--- config.mk ---
export PLATFORM = sky130hd
export DESIGN_NAME = rcf_ctrl
export DESIGN_NICKNAME = d
export VERILOG_FILES = /design/src/hw/rtl/rcf_pkg.sv /design/src/hw/rtl/rcf_ctrl.sv
export SDC_FILE = /design/constraint.sdc
export NUM_CORES = 1
export LEC_CHECK = 0
export ABC_CLOCK_PERIOD_IN_PS = 3900
export BUFFER_PORTS_ARGS = -buffer_cell sky130_fd_sc_hd__clkbuf_2
export CAP_MARGIN = 20
export CORE_UTILIZATION = 35
export CTS_CLUSTER_DIAMETER = 200
export DETAILED_ROUTE_END_ITERATION = 8
export GPL_TIMING_DRIVEN = 1
export PLACE_DENSITY_LB_ADDON = 0.15
export SLEW_MARGIN = 25
export SYNTH_ARGS = -nofsm -noshare
export SYNTH_HDL_FRONTEND = slang
export SYNTH_SLANG_ARGS = --single-unit
--- constraint.sdc ---
create_clock -name clk_i -period 3.9 [get_ports clk_i]
set_input_delay 0.78 -clock clk_i [delete_from_list [all_inputs] [get_ports clk_i]]
set_output_delay 0.78 -clock clk_i [all_outputs]
set_load 0.005 [all_outputs]
--- src/hw/rtl/rcf_pkg.sv ---
// rcf_pkg: shared types, constants, command codes and twiddle tables
// for the radix-2 complex FFT. No dependencies.
`default_nettype none
package rcf_pkg;

  localparam int MAX_LOG2_SIZE = 8;
  localparam int SAMPLE_WIDTH  = 24;
  localparam int TWIDDLE_WIDTH = 16;
  localparam int TW_FRAC       = TWIDDLE_WIDTH - 2;
  localparam int MAX_POINTS    = 1 << MAX_LOG2_SIZE;
  localparam int ADDR_W        = MAX_LOG2_SIZE;
  localparam int CNT_W         = ADDR_W + 1;
  localparam int STG_W         = $clog2(MAX_LOG2_SIZE);
  localparam int WORD_W        = 32;
  localparam int LOG2_W        = 4;

  // quarter-wave geometry of the twiddle tables
  localparam int  QS_LOG2 = MAX_LOG2_SIZE - 2;
  localparam int  QS      = 1 << QS_LOG2;
  localparam real TW_STEP = 6.283185307179586 / MAX_POINTS;

  typedef logic signed [TWIDDLE_WIDTH-1:0] tw_t;
  typedef tw_t [MAX_POINTS-1:0] tw_tab_t;

  typedef struct packed {
    logic                           func;
    logic signed [SAMPLE_WIDTH-1:0] sample_re;
    logic signed [SAMPLE_WIDTH-1:0] sample_im;
  } in_item_t;

  typedef struct packed {
    logic signed [WORD_W-1:0] out_re;
    logic signed [WORD_W-1:0] out_im;
    logic                     last;
  } out_item_t;

  // input function codes
  localparam logic FUNC_LOAD = 1'b0;
  localparam logic FUNC_READ = 1'b1;

  // datapath operations
  typedef enum logic [3:0] {
    OP_NONE, OP_LOAD, OP_READ, OP_RA, OP_RB, OP_M1, OP_M2, OP_TW, OP_BF, OP_WA, OP_WB
  } op_e;

  typedef enum logic [3:0] {
    ST_IDLE, ST_RA, ST_RB, ST_M1, ST_M2, ST_TW, ST_BF, ST_WA, ST_WB
  } state_e;

  typedef struct packed {
    op_e               op;
    logic [ADDR_W-1:0] addr_a;
    logic [ADDR_W-1:0] addr_b;
    logic [ADDR_W-1:0] tw_idx;
    logic              last;
  } cmd_t;

  // quarter-wave magnitudes, rounded half away from zero
  function automatic tw_tab_t build_tw(input bit want_sin);
    tw_tab_t t;
    int      q, r, c, s;
    real     x;
    for (int k = 0; k < MAX_POINTS; k++) begin
      q = k >> QS_LOG2;
      r = k & (QS - 1);
      x = TW_STEP * r;
      c = int'($cos(x) * (1 << TW_FRAC));
      s = int'($sin(x) * (1 << TW_FRAC));
      case (q)
        0: t[k] = want_sin ? tw_t'(s) : tw_t'(c);
        1: t[k] = want_sin ? tw_t'(c) : tw_t'(-s);
        2: t[k] = want_sin ? tw_t'(-s) : tw_t'(-c);
        default: t[k] = want_sin ? tw_t'(-c) : tw_t'(s);
      endcase
    end
    return t;
  endfunction

  localparam tw_tab_t TW_COS = build_tw(1'b0);
  localparam tw_tab_t TW_SIN = build_tw(1'b1);

endpackage
`default_nettype wire

--- src/hw/rtl/rcf_ctrl.sv ---
// rcf_ctrl: frame counters, size register and butterfly sequencer.
// Depends on rcf_pkg; issues commands to rcf_datapath.
`default_nettype none
module rcf_ctrl (
  input  wire                 clk_i,
  input  wire                 rst_ni,
  input  wire                 start,
  input  wire                 func_i,
  input  wire                 cfg_we_i,
  input  wire [3:0]           cfg_data_i,
  output logic                busy,
  output rcf_pkg::cmd_t       cmd_o
);
  localparam int AW = rcf_pkg::ADDR_W;
  localparam int CW = rcf_pkg::CNT_W;
  localparam int SG = rcf_pkg::STG_W;

  rcf_pkg::state_e state_q, state_d;
  logic [rcf_pkg::LOG2_W-1:0] log2_q;
  logic [CW-1:0] load_q, load_d, read_q, read_d;
  logic          ready_q, ready_d;
  logic [SG-1:0] stg_q, stg_d;
  logic [AW-2:0] bfy_q, bfy_d;
  logic [SG:0]   bits;
  logic [CW-1:0] npts, lidx;
  logic [AW-1:0] mext, lmask, jidx, addr_a, addr_b, brev;
  logic          xf_done;

  // clamped transform size
  always_comb begin
    if (log2_q < rcf_pkg::LOG2_W'(2)) bits = (SG+1)'(2);
    else if (log2_q > rcf_pkg::LOG2_W'(rcf_pkg::MAX_LOG2_SIZE))
      bits = (SG+1)'(rcf_pkg::MAX_LOG2_SIZE);
    else bits = (SG+1)'(log2_q);
    npts = CW'(1) << bits;
  end

  // load index and its bit-reversed address
  always_comb begin
    lidx = (ready_q || load_q >= npts) ? '0 : load_q;
    for (int i = 0; i < AW; i++) brev[i] = lidx[AW-1-i];
    brev = brev >> (AW - int'(bits));
  end

  // butterfly addressing
  always_comb begin
    mext    = {1'b0, bfy_q};
    lmask   = (AW'(1) << stg_q) - AW'(1);
    jidx    = mext & lmask;
    addr_a  = ((mext & ~lmask) << 1) | jidx;
    addr_b  = addr_a | (AW'(1) << stg_q);
    xf_done = (CW'(bfy_q) == (npts >> 1) - CW'(1)) && ((SG+1)'(stg_q) == bits - (SG+1)'(1));
  end

  // next state
  always_comb begin
    state_d = state_q;
    case (state_q)
      rcf_pkg::ST_IDLE:
        if (start && func_i == rcf_pkg::FUNC_LOAD && lidx + CW'(1) == npts)
          state_d = rcf_pkg::ST_RA;
      rcf_pkg::ST_RA: state_d = rcf_pkg::ST_RB;
      rcf_pkg::ST_RB: state_d = rcf_pkg::ST_M1;
      rcf_pkg::ST_M1: state_d = rcf_pkg::ST_M2;
      rcf_pkg::ST_M2: state_d = rcf_pkg::ST_TW;
      rcf_pkg::ST_TW: state_d = rcf_pkg::ST_BF;
      rcf_pkg::ST_BF: state_d = rcf_pkg::ST_WA;
      rcf_pkg::ST_WA: state_d = rcf_pkg::ST_WB;
      rcf_pkg::ST_WB: state_d = xf_done ? rcf_pkg::ST_IDLE : rcf_pkg::ST_RA;
      default: state_d = rcf_pkg::ST_IDLE;
    endcase
  end

  // commands and counter updates
  always_comb begin
    cmd_o.op     = rcf_pkg::OP_NONE;
    cmd_o.addr_a = addr_a;
    cmd_o.addr_b = addr_b;
    cmd_o.tw_idx = AW'(jidx << (AW - 1 - int'(stg_q)));
    cmd_o.last   = 1'b0;
    load_d = load_q;
    read_d = read_q;
    ready_d = ready_q;
    stg_d = stg_q;
    bfy_d = bfy_q;
    busy = (state_q != rcf_pkg::ST_IDLE);
    case (state_q)
      rcf_pkg::ST_IDLE: begin
        if (start && func_i == rcf_pkg::FUNC_LOAD) begin
          cmd_o.op     = rcf_pkg::OP_LOAD;
          cmd_o.addr_a = brev;
          load_d       = lidx + CW'(1);
          ready_d      = 1'b0;
          read_d       = '0;
          stg_d        = '0;
          bfy_d        = '0;
        end else if (start && ready_q) begin
          cmd_o.op     = rcf_pkg::OP_READ;
          cmd_o.addr_a = read_q[AW-1:0];
          cmd_o.last   = (read_q + CW'(1) >= npts);
          read_d       = read_q + CW'(1);
          if (cmd_o.last) begin
            ready_d = 1'b0;
            read_d  = '0;
            load_d  = '0;
          end
        end
      end
      rcf_pkg::ST_RA: cmd_o.op = rcf_pkg::OP_RA;
      rcf_pkg::ST_RB: cmd_o.op = rcf_pkg::OP_RB;
      rcf_pkg::ST_M1: cmd_o.op = rcf_pkg::OP_M1;
      rcf_pkg::ST_M2: cmd_o.op = rcf_pkg::OP_M2;
      rcf_pkg::ST_TW: cmd_o.op = rcf_pkg::OP_TW;
      rcf_pkg::ST_BF: cmd_o.op = rcf_pkg::OP_BF;
      rcf_pkg::ST_WA: cmd_o.op = rcf_pkg::OP_WA;
      rcf_pkg::ST_WB: begin
        cmd_o.op = rcf_pkg::OP_WB;
        if (xf_done) begin
          ready_d = 1'b1;
          read_d  = '0;
        end else if (CW'(bfy_q) == (npts >> 1) - CW'(1)) begin
          bfy_d = '0;
          stg_d = stg_q + SG'(1);
        end else begin
          bfy_d = bfy_q + (AW-1)'(1);
        end
      end
      default: cmd_o.op = rcf_pkg::OP_NONE;
    endcase
  end

  always_ff @(posedge clk_i or negedge rst_ni) begin
    if (!rst_ni) begin
      state_q <= rcf_pkg::ST_IDLE;
      log2_q  <= rcf_pkg::LOG2_W'(rcf_pkg::MAX_LOG2_SIZE);
      load_q  <= '0;
      read_q  <= '0;
      ready_q <= 1'b0;
      stg_q   <= '0;
      bfy_q   <= '0;
    end else if (cfg_we_i) begin
      log2_q  <= cfg_data_i;
      load_q  <= '0;
      read_q  <= '0;
      ready_q <= 1'b0;
    end else begin
      state_q <= state_d;
      load_q  <= load_d;
      read_q  <= read_d;
      ready_q <= ready_d;
      stg_q   <= stg_d;
      bfy_q   <= bfy_d;
    end
  end
endmodule
`default_nettype wire

* Word level (Yosys, flattened, before mapping)
Index checks and enable logic that the tools add are counted.
** Word-level totals
- Bits in latches :: 0
- Memory bits (writable) :: 0
- Memories kept :: 0
- ROM bits :: 0
- Register bits after elaboration :: 37
- Output and inout bits :: 30
** Operators by class
- Reductions and logical operators :: 18
- Divide/modulo/power cells :: 0
- Magnitude comparators :: 4
- Shifts and indexed selects :: 4
- $add $sub $neg :: 9
- $mul :: 0
- Muxes and demuxes :: 38
- Bitwise gates (word level) :: 7
- Eq/ne operators :: 18
** Operators by type and width (number)
- two-way mux 9 bit :: 11
- one-hot mux 4 bit (9 select lines) :: 2
- << shifter 8 x 32 -> 8 bit :: 1
- >> shifter 8 x 32 -> 8 bit :: 1
- two-way mux 7 bit :: 3
- two-way mux 10 bit :: 2
- adder 9 x 1 -> 9 bit (second input constant) :: 2
- >= comparator 9 bit :: 2
- one-hot mux 9 bit (2 select lines) :: 1
- equality test 4 x 3 -> 1 bit (second input constant) :: 4
- bitwise OR 8 bit :: 2
- one-hot mux 7 bit (2 select lines) :: 1
- two-way mux 4 bit :: 3
- equality test 7 x 9 -> 1 bit :: 1
- equality test 9 bit :: 1
- two-way mux 1 bit :: 9
- two-way mux 3 bit :: 3
- nonzero test 3 bit :: 3
- << shifter 1 x 4 -> 9 bit (first input constant) :: 1
- subtractor 8 x 1 -> 9 bit (second input constant) :: 1
- bitwise AND 7 x 8 -> 8 bit :: 1
- equality test 4 x 2 -> 1 bit (second input constant) :: 2
- two-way mux 8 bit :: 1
- inequality test 2 bit (second input constant) :: 4
- 28 further kinds :: 36

* Logic depth before layout (Yosys ltp)
Gate-level depths: netlist of run 1.
- Depth in word-level cells :: 12
- Depth in mapped cells :: 18
- Depth with buffers taken out :: 15

* Least setup slack after synthesis of run 1
Ideal clock, no wire load.
- Path kind :: flip-flop to output port
- Start :: register log2_q[3] in the netlist's numbering
- End :: output port cmd_o[17] in the netlist's numbering
- Arrival time :: 3.500 ns
- Stages on the path, launching flop included :: 17
- Path buffers :: 3
- Slack :: -0.380 ns
- Path through :: dfstp_2 -> buf_2 -> a21oi_1 -> inv_1 -> ha_1 -> buf_4 -> nor3b_2 -> inv_1 -> ha_1 -> nand4_1 -> o221a_2 -> o21ai_0 -> clkbuf_1 -> a21oi_1 -> a21oi_1 -> a21oi_1 -> a221o_1
** RTL lines
- start, declared :: line rcf_ctrl.sv:19 : logic [rcf_pkg::LOG2_W-1:0] log2_q;
- start signal, assigned :: line rcf_ctrl.sv:135 : log2_q <= rcf_pkg::LOG2_W'(rcf_pkg::MAX_LOG2_SIZE);
- start signal, assigned :: line rcf_ctrl.sv:142 : log2_q <= cfg_data_i;
- end, declared :: line rcf_ctrl.sv:12 : output rcf_pkg::cmd_t cmd_o

==> flow_metrics.env, run 1 <==
export IMPL_maxSlewHeadroom=0.5785
export IMPL_drive_gt1_frac=0.2484
export IMPL_p_seq_frac=0.226
export IMPL_cts_sinks=37
export IMPL_clk_latency_ps=300
export IMPL_postLayoutCoreUtil=0.4487
export IMPL_yosys_area_top_type="dfrtp_1"
export IMPL_comb_power_share=0.619
export IMPL_crit_top_cell="inv_2"
export IMPL_pwr_density_cell_mw_per_mm2=509.9
export IMPL_grt_overflow=0
export IMPL_grt_pass1_vias=4212
export IMPL_synth_area_leaders="dfrtp_1, ha_1, nand2_1, o21ai_0, xnor2_1"
export IMPL_final_nets=662
export IMPL_fin_cells=763
export IMPL_cts_hold_buffers=0
export IMPL_synthDistinctLibCells=71
export IMPL_fmax_ghz=0.2528
export IMPL_setup_ws_ps=-56.25
export IMPL_area_growth_pct=23.43
export IMPL_r2r_slack_ps=310
export IMPL_ys_warn_count=0
export IMPL_ys_flop_type="dfrtp_1"
export IMPL_die_h_um=111.4
export IMPL_ir_drop_v=0.0004118
export IMPL_worstPathArrival_ps=3180
export IMPL_initial_utilization=0.3635
export IMPL_vias_per_cell=5.709
export IMPL_grt_usage=0.2286
export IMPL_pin_count=39
export IMPL_setup_viol=6
export IMPL_syn_area_mm2=0.004187
export IMPL_hpwl_um=10430
export IMPL_drt_wl_total_um=13880
export IMPL_rr_worst_depth=16
export IMPL_postSynthCellCount=558
export IMPL_die_area_mm2=0.01240
export IMPL_dr_first_iter_drc_count=279
export IMPL_vias=4356
export IMPL_min_path_type="in2async"
export IMPL_fp_coreArea_mm2=0.01152
export IMPL_period_share=1.014
export IMPL_drc_errors=2
export IMPL_critPathTopFamily="compound AO/OA/AOI/OAI gates"
export IMPL_finalSetupTns_ps=-193.5
export IMPL_r2r_end="state_q[0]$_DFFE_PN0P_"
export IMPL_final_min_clock_period_ps=3956
export IMPL_slowest_stage="dfstp_2"
export IMPL_ant_nets=0
export IMPL_grt_pass1_wl_um=22160
export IMPL_numCtsBuffers=5
export IMPL_p_leak_nw=2.196
export IMPL_grt_use_met1=0.3023
export IMPL_cpPeakStageDelay_ps=590
export IMPL_grt_max_degree=38
export IMPL_portBuffers=38
export IMPL_hold_violations=0
export IMPL_grt_use_met2=0.3638
export IMPL_endpoint_kind="output port"
export IMPL_ys_ff_latch=37
export IMPL_cts_tree="done"
export IMPL_wire_per_inst_um=18.19
export IMPL_path_buf_inv=4
export IMPL_crit_chain="inv_2 -> o211ai_4 -> inv_2 -> ha_4 -> nor3b_4 -> inv_2 -> ha_4 -> nand4_1 -> o221a_4 -> o21ai_4 -> a21oi_2 -> a21oi_2 -> a21oi_1 -> a221o_1 -> buf_2"
export IMPL_dr_pass1_iters=7
export IMPL_fin_skew_ps=7.824
export IMPL_stdcell_area_mm2=0.005167
export IMPL_p_sw_mw=1.229
export IMPL_p_int_mw=1.406
export IMPL_num_antenna_cells=0
export IMPL_cts_max_path_buffers=2
export IMPL_status="finished with violations"
export IMPL_gp_congestion=0.9653
export IMPL_cp_start_kind="register"
export IMPL_rows=39
export IMPL_cap_violations=0
export IMPL_seq_area_frac_synth=0.2215
export IMPL_synth_top_area_frac=0.2152
export IMPL_clockPowerShare=0.154
export IMPL_cp_max_fo=5
export IMPL_root_buffer="clkbuf_16"
export IMPL_placed_cells=743
export IMPL_rsz0062_at_grt="yes"
export IMPL_dp_slack_ps=123.4
export IMPL_tightest_slew_ps=630.9
export IMPL_clk_pin_slew_ps=60
export IMPL_antenna_found_initial=0
export IMPL_cts_max_level=2
export IMPL_violations="design-rule violations, negative setup slack"
export IMPL_place_area_mm2=0.004733
export IMPL_cp_required_ps=3120
export IMPL_r2r_start="log2_q[3]$_DFFE_PN1P_"
export IMPL_finalMaxSlewViolations=0
export IMPL_synth_nets=601
export IMPL_p_sw_frac=0.4665
export IMPL_busiest_layer="met2"
export IMPL_worstSetupPathType="reg2out"
export IMPL_synthArstFlopShare=1.000
export IMPL_syn_avg_cell_area_um2=7.503
export IMPL_synth_edff_count=0
export IMPL_grt_util_met3=0.03702
export IMPL_die_w_um=111.4
-- stage by stage --
step                total power [mW]  hold WS (ps)
floorplan                      1.581         484.4
global placement               2.129         512.7
detailed placement             2.140         532.0
CTS                            2.614         529.5
global route                   2.838         562.9
finish                         2.635         494.9
-- Yosys cell counts, drive strengths merged (5+ instances only) --
cell type and number:
a2bb2oi 5, inv 35, nand2 69, clkbuf 25, o21a 5, buf 9, and2 8, xnor2 20
o21ai 43, xor2 7, nor2 42, mux2i 14, dfrtp 36, and3 7, ha 34, a211oi 9
nor3 15, nor3b 7, nor2b 8, o22ai 9, a21oi 33, a31oi 6, nor4 5, o31ai 11
nand3 20, nand2b 12
-- how the worst max path moves through the flow --
stage                                from         to  slack, ps  depth (start not counted)
floorplan           log2_q[3]$_DFFE_PN1P_  cmd_o[17]          2                         16
global placement    log2_q[1]$_DFFE_PN0P_  cmd_o[17]        190                         15
detailed placement  log2_q[3]$_DFFE_PN1P_  cmd_o[18]        120                         14
CTS                 log2_q[2]$_DFFE_PN0P_  cmd_o[17]        -60                         14
global route        log2_q[3]$_DFFE_PN1P_  cmd_o[17]       -130                         15
finish              log2_q[3]$_DFFE_PN1P_  cmd_o[17]        -60                         15
-- worst reg2reg max path, delay by kind of cell (launching register included) --
kind / cells / cell delay [ps]
flops: 1 / 590
simple gates: 2 / 110
compound gates: 8 / 1920
fa+ha+maj: 2 / 400
buf+inv: 4 / 490
-- logic make-up (layout without fill, tap and decap cells) --
group | count (synthesis) | after routing | synth area share
AO/OA/AOI/OAI | 164 | 165 | 0.2648
XOR/XNOR | 27 | 27 | 0.05649
adder cells (fa/ha/maj) | 34 | 34 | 0.1016
buffers and inverters | 70 | 131 | 0.06724
flip-flops | 37 | 37 | 0.2215
multiplexers | 18 | 18 | 0.04423
AND/OR/NAND/NOR | 208 | 208 | 0.2442
-- what timing repair did --
item                                    4_1_cts  5_1_grt
gates resized for setup                      34       20
endpoints found under the setup margin        9       10
cloned                                        1        0
pin swaps                                    16       15
buffers inserted                              9        2
-- state kept, by name (all words and copies together), names as in the netlist --
| signal | cells |
|---|---|
| stg_q | 3 |
| log2_q | 4 |
| state_q | 4 |
| load_q | 9 |
| read_q | 9 |
| ready_q | 1 |
| bfy_q | 7 |
-- power groups by stage --
stage | Combinational (mW) | Clock [mW] | Sequential, mW
finish | 1.63 | 0.406 | 0.597
global placement | 1.53 | 0 | 0.595
global route | 1.79 | 0.432 | 0.615
CTS | 1.60 | 0.420 | 0.593
floorplan | 1.07 | 0 | 0.510
detailed placement | 1.54 | 0 | 0.598
-- placed cells by master (no fill, tap or decap), drive strengths merged, types with 8 or more instances in the layout --
master | Yosys | final
a211oi | 9 | 9
a21oi | 33 | 33
and2 | 8 | 8
buf | 9 | 51
clkbuf | 25 | 43
dfrtp | 36 | 36
ha | 34 | 34
inv | 35 | 35
mux2i | 14 | 14
nand2 | 69 | 69
nand2b | 12 | 12
nand3 | 20 | 20
nor2 | 42 | 42
nor2b | 8 | 8
nor3 | 15 | 15
o21ai | 43 | 44
o22ai | 9 | 9
o31ai | 11 | 11
xnor2 | 20 | 20
-- per-layer routing --
layer  vias to the layer above  wire length (um)
met5                         -                 0
met4                         0               478
met3                        32               616
met2                       130              6383
met1                      2059              6398
li1                       2135                 -
-- cell type report --
class	instances	area, um2
tap	143	178.9
multi-input combinational	452	3217
clock inverter	1	5.005
fill	1174	6349
clock buffer	7	132.6
timing repair buffer	87	568.0
sequential	37	930.9
inverter	36	135.1
Note: power is estimated with default switching activity, not from simulation.
==> run 2, diff against run 1 <==
- CELL_PAD_IN_SITES_DETAIL_PLACEMENT: unset -> 1
- CELL_PAD_IN_SITES_GLOBAL_PLACEMENT: unset -> 1
==> flow_metrics.env, run 2 (synthesis results as in run 1) <==
export IMPL_p_leak_nw=2.219
export IMPL_setup_ws_ps=-173.5
export IMPL_num_antenna_cells=0
export IMPL_n_fill_cell=1445
export IMPL_endpoint_kind="output port"
export IMPL_final_min_clock_period_ps=4073
export IMPL_register_area_um2=928.4
export IMPL_status="finished with violations"
export IMPL_final_nets=663
export IMPL_die_area_mm2=0.01240
export IMPL_worstSetupPathType="reg2out"
export IMPL_dr_first_iter_drc_count=234
export IMPL_die_w_um=111.4
export IMPL_fp_coreArea_mm2=0.01152
export IMPL_violations="negative setup slack"
export IMPL_mostFrequentLayoutCell="nand2_1"
export IMPL_grt_usage=0.2569
export IMPL_die_h_um=111.4
export IMPL_clk_latency_ps=290
export IMPL_grt_overflow=0
export IMPL_cp_max_fo=6
export IMPL_vias_per_cell=5.859
export IMPL_hpwl_um=11810
export IMPL_min_path_type="in2async"
export IMPL_ir_drop_v=0.0003731
export IMPL_final_cell_mix="nand2_1, buf_4, nor2_1"
export IMPL_drive_gt1_frac=0.2512
export IMPL_hold_violations=0
export IMPL_cap_violations=0
export IMPL_numCtsBuffers=5
export IMPL_area_growth_pct=24.24
export IMPL_stdcell_area_mm2=0.005201
export IMPL_multi_input_area_mm2=0.003222
export IMPL_cts_tree="done"
export IMPL_rows=39
export IMPL_antenna_found_initial=0
export IMPL_power_mw=2.697
export IMPL_cts_sinks=37
export IMPL_pin_count=39
export IMPL_dr_pass1_iters=4
export IMPL_fmax_ghz=0.2455
export IMPL_setup_viol=8
export IMPL_ant_nets=0
export IMPL_grt_pass1_vias=4672
export IMPL_cts_hold_buffers=0
export IMPL_period_share=1.044
export IMPL_finalMaxSlewViolations=0
export IMPL_initial_utilization=0.3635
export IMPL_cp_required_ps=3120
export IMPL_drt_wl_total_um=15410
export IMPL_grt_pass1_wl_um=25170
export IMPL_portBuffers=38
export IMPL_fin_cells=764
export IMPL_drc_errors=0
export IMPL_place_area_mm2=0.004748
export IMPL_reg_largest_list="load_q: 9 flops, read_q: 9 flops, bfy_q: 7 flops"
export IMPL_fin_skew_ps=3.759
export IMPL_cts_max_level=2
export IMPL_tightest_slew_ps=603.2
export IMPL_grt_max_degree=38
export IMPL_wire_per_inst_um=20.17
export IMPL_cts_max_path_buffers=2
export IMPL_vias=4476
export IMPL_pwr_density_cell_mw_per_mm2=518.6
export IMPL_gp_congestion=0.9409
export IMPL_root_buffer="clkbuf_16"
export IMPL_maxSlewHeadroom=0.5971
export IMPL_worstPathArrival_ps=3290
export IMPL_clk_pin_slew_ps=60
export IMPL_placed_cells=745
export IMPL_finalSetupTns_ps=-767.5
export IMPL_rsz0062_at_grt="yes"
export IMPL_cp_start_kind="register"
## run 2: cell count changes in the layout (fill, tap and decap cells not counted), sizes merged
| cell | before | now |
|---|---|---|
| o21ai | 44 | 43 |
| buf | 51 | 52 |
| clkinv | 2 | 3 |
## run 2: routing by layer
metal | track usage | wire length (um)
met5 | 0 | 0
met2 | 0.4433 | 7481
met4 | 0.08108 | 357
met1 | 0.3315 | 7088
met3 | 0.03484 | 483
## run 2: worst paths after layout
kind                                          end  slack, ps                  start  depth (start not counted)
max                                     cmd_o[17]       -170  log2_q[3]$_DFFE_PN1P_                         14
min                         load_q[6]$_DFFE_PN0P_        520                 rst_ni                          1
max reg2reg                state_q[0]$_DFFE_PN0P_        170  log2_q[3]$_DFFE_PN1P_                         16
min reg2reg                 read_q[8]$_DFFE_PN0P_        530  read_q[8]$_DFFE_PN0P_                          2
max in group asynchronous   log2_q[2]$_DFFE_PN0P_       2970                 rst_ni                          1
min in group clk_i          read_q[8]$_DFFE_PN0P_        530  read_q[8]$_DFFE_PN0P_                          2
## run 2: layout make-up
class                           instances  area share
Multi-Input combinational cell        451      0.6194
Sequential cell                        37      0.1785
Timing Repair Buffer                   89      0.1150
Tap cell                              143     0.03440
Inverter                               36     0.02598
Clock buffer                            6     0.02478
Clock inverter                          2    0.001924
## run 2: timing repair
action,CTS,global route
setup endpoints to repair,9,12
endpoints found under the hold margin,0,0
buffers inserted,9,2
resized for setup,53,10
pin swaps,17,3
## run 2: power by group
| group | internal (mW) | switching (mW) |
|---|---|---|
| registers | 0.450 | 0.150 |
| logic | 0.740 | 0.955 |
| clock network | 0.235 | 0.167 |
| total | 1.43 | 1.27 |
## run 2: worst max-delay path, stage by stage (launching register included)
cell and delay (ps):
dfstp_2 590, inv_2 70, o211ai_4 130, ha_4 210, ha_4 130, nand2_1 80
ha_1 310, nand4_1 250, o21ai_4 330, buf_6 160, nor3_2 50, a21oi_2 140
a21oi_1 80, a221o_1 340, clkbuf_2 120
## run 2: metrics by stage
step	worst slack, ps	hold slack (ps)	utilization
floorplan	2.077	484.4	-
global placement	147.6	517.2	0.4121
detailed placement	57.45	528.2	0.4123
CTS	-150.5	537.9	0.4483
global route	-276.7	561.5	0.4517
finish	-173.5	517.0	0.4517
==> run 3, diff against run 2 <==
- ABC_AREA: unset -> 1
- GPL_TIMING_DRIVEN: 1 -> unset
==> flow_metrics.env, run 3 <==
export IMPL_cts_max_path_buffers=2
export IMPL_cts_max_level=2
export IMPL_cts_hold_buffers=0
export IMPL_area_growth_pct=31.10
export IMPL_ys_ff_latch=37
export IMPL_cp_start_kind="register"
export IMPL_postLayoutCoreUtil=0.4707
export IMPL_drc_errors=0
export IMPL_seq_area_frac_synth=0.2150
export IMPL_worstSetupPathType="reg2out"
export IMPL_pwr_density_cell_mw_per_mm2=371.1
export IMPL_synth_nets=716
export IMPL_vias_per_cell=5.439
export IMPL_synthTopCellsByCount="nand2_1, inv_1, nor2_1"
export IMPL_synthDistinctLibCells=44
export IMPL_grt_overflow=0
export IMPL_fin_cells=908
export IMPL_numCtsBuffers=5
export IMPL_status="finished with violations"
export IMPL_p_leak_nw=2.795
export IMPL_rows=40
export IMPL_setup_ws_ps=-86.82
export IMPL_die_h_um=113.0
export IMPL_root_buffer="clkbuf_16"
export IMPL_hpwl_um=12980
export IMPL_hold_violations=0
export IMPL_final_nets=803
export IMPL_fmax_ghz=0.2508
export IMPL_drive_gt1_frac=0.2799
export IMPL_stdcell_area_mm2=0.005654
export IMPL_ys_warn_count=0
export IMPL_ys_flop_type="dfrtp_1"
export IMPL_clk_pin_slew_ps=60
export IMPL_yosys_area_top_type="dfrtp_1"
export IMPL_syn_area_mm2=0.004313
export IMPL_pin_count=39
export IMPL_reg_largest_list="load_q: 9 flops, read_q: 9 flops, bfy_q: 7 flops"
export IMPL_vias=4939
export IMPL_dr_pass1_iters=4
export IMPL_postSynthCellCount=673
export IMPL_fp_coreArea_mm2=0.01201
export IMPL_synthArstFlopShare=1.000
export IMPL_cap_violations=0
export IMPL_place_area_mm2=0.004918
export IMPL_power_mw=2.099
export IMPL_cts_tree="done"
export IMPL_cp_max_fo=8
export IMPL_endpoint_kind="output port"
export IMPL_setup_viol=7
export IMPL_die_w_um=113.0
export IMPL_placed_cells=887
export IMPL_worstPathArrival_ps=3210
export IMPL_antenna_found_initial=0
export IMPL_syn_avg_cell_area_um2=6.408
export IMPL_initial_utilization=0.3591
export IMPL_period_share=1.022
export IMPL_grt_pass1_wl_um=26770
export IMPL_mostFrequentLayoutCell="nand2_1"
export IMPL_dr_first_iter_drc_count=228
export IMPL_final_cell_mix="nand2_1, inv_1, nand3_1"
export IMPL_die_area_mm2=0.01277
export IMPL_cp_required_ps=3120
export IMPL_dp_slack_ps=-97.07
export IMPL_synth_edff_count=0
export IMPL_grt_max_degree=38
export IMPL_clk_latency_ps=300
export IMPL_tightest_slew_ps=592.5
export IMPL_num_antenna_cells=0
export IMPL_synth_top_area_frac=0.2089
export IMPL_grt_usage=0.2720
export IMPL_final_min_clock_period_ps=3987
export IMPL_drt_wl_total_um=16590
export IMPL_grt_pass1_vias=5223
export IMPL_maxSlewHeadroom=0.6050
export IMPL_violations="negative setup slack"
export IMPL_cts_sinks=37
export IMPL_fin_skew_ps=8.251
export IMPL_min_path_type="in2async"
export IMPL_synth_most_common_cell="nand2_1"
export IMPL_rsz0062_at_grt="yes"
export IMPL_synth_area_leaders="dfrtp_1, nand2_1, ha_1, inv_1, nand3_1"
export IMPL_ant_nets=0
export IMPL_gp_congestion=0.9787
export IMPL_ir_drop_v=0.0002869
export IMPL_finalMaxSlewViolations=0
export IMPL_portBuffers=38
export IMPL_wire_per_inst_um=18.27
## run 3: changes by cell type in the layout (fill, tap and decap cells not counted), moves of 14 or more
cell,delta
inv_1,+56
mux2i_1,-14
nand2_1,+88
nand3_1,+37
nor2_1,+14
xnor2_1,-17
## run 3: cell type report
class | instances | area [um2]
Fill cell | 1567 | 6357
Multi-Input combinational cell | 521 | 3374
Sequential cell | 37 | 927.1
Timing Repair Buffer | 90 | 611.8
Inverter | 105 | 399.1
Tap cell | 147 | 183.9
Clock buffer | 7 | 152.6
Clock inverter | 1 | 5.005
## run 3: kinds of logic after synthesis
logic type	share of synthesized area
compound gates	0.1529
simple gates	0.3702
xor+xnor	0.05367
buf+inv	0.1073
fa+ha+maj	0.09864
flops	0.2150
mux	0.002321
## run 3: worst paths after layout
| path | startpoint | end | slack, ps | depth (start not counted) |
|---|---|---|---|---|
| worst max-delay path | log2_q[3]$_DFFE_PN1P_ | cmd_o[17] | -90 | 19 |
| worst min register to register | ready_q$_DFFE_PN0P_ | ready_q$_DFFE_PN0P_ | 550 | 2 |
| worst max register to register | log2_q[3]$_DFFE_PN1P_ | state_q[0]$_DFFE_PN0P_ | 270 | 25 |
| max in group asynchronous | rst_ni | state_q[0]$_DFFE_PN0P_ | 2990 | 1 |
| worst min-delay path | rst_ni | load_q[3]$_DFFE_PN0P_ | 500 | 1 |
| min in group clk_i | ready_q$_DFFE_PN0P_ | ready_q$_DFFE_PN0P_ | 550 | 2 |
## run 3: what timing repair did
action / 4_1_cts / 5_1_grt
setup buffers: 7 / 6
setup endpoints to repair: 8 / 19
resized for setup: 79 / 31
endpoints found under the hold margin: 0 / 0
pin swaps: 18 / 18
## run 3: layer usage
metal  up-vias  global-route usage  part of all wire
met4         0             0.09386             0.023
li1       2392                   -                 -
met1      2419              0.3485              0.45
met5         -                   0                 0
met2       100              0.4699              0.48
met3        28             0.03535             0.044
## run 3: worst max-delay path: stages, from the launching register on
cell	delay [ps]
dfstp_2	590
nor3_4	70
inv_2	120
ha_4	170
ha_4	160
nand2_4	60
ha_4	230
nand2_4	100
inv_4	40
a21oi_4	150
nand3_2	90
nor2_4	120
buf_12	150
nand2_8	70
o22ai_4	200
mux2i_2	120
o211ai_1	210
o21ai_1	100
inv_1	60
clkbuf_2	100
## run 3: per-stage QoR
stage	setup TNS, ps	hold slack (ps)
CTS	-710.8	529.1
floorplan	0	462.4
finish	-320.2	502.2
global route	-1578	551.0
detailed placement	-397.0	515.8
global placement	0	501.9
## run 3: where the power goes
part	internal [mW]	total, mW	switching (mW)
logic	0.441	1.14	0.701
registers	0.433	0.508	0.0751
clock network	0.271	0.449	0.178
total	1.14	2.10	0.954
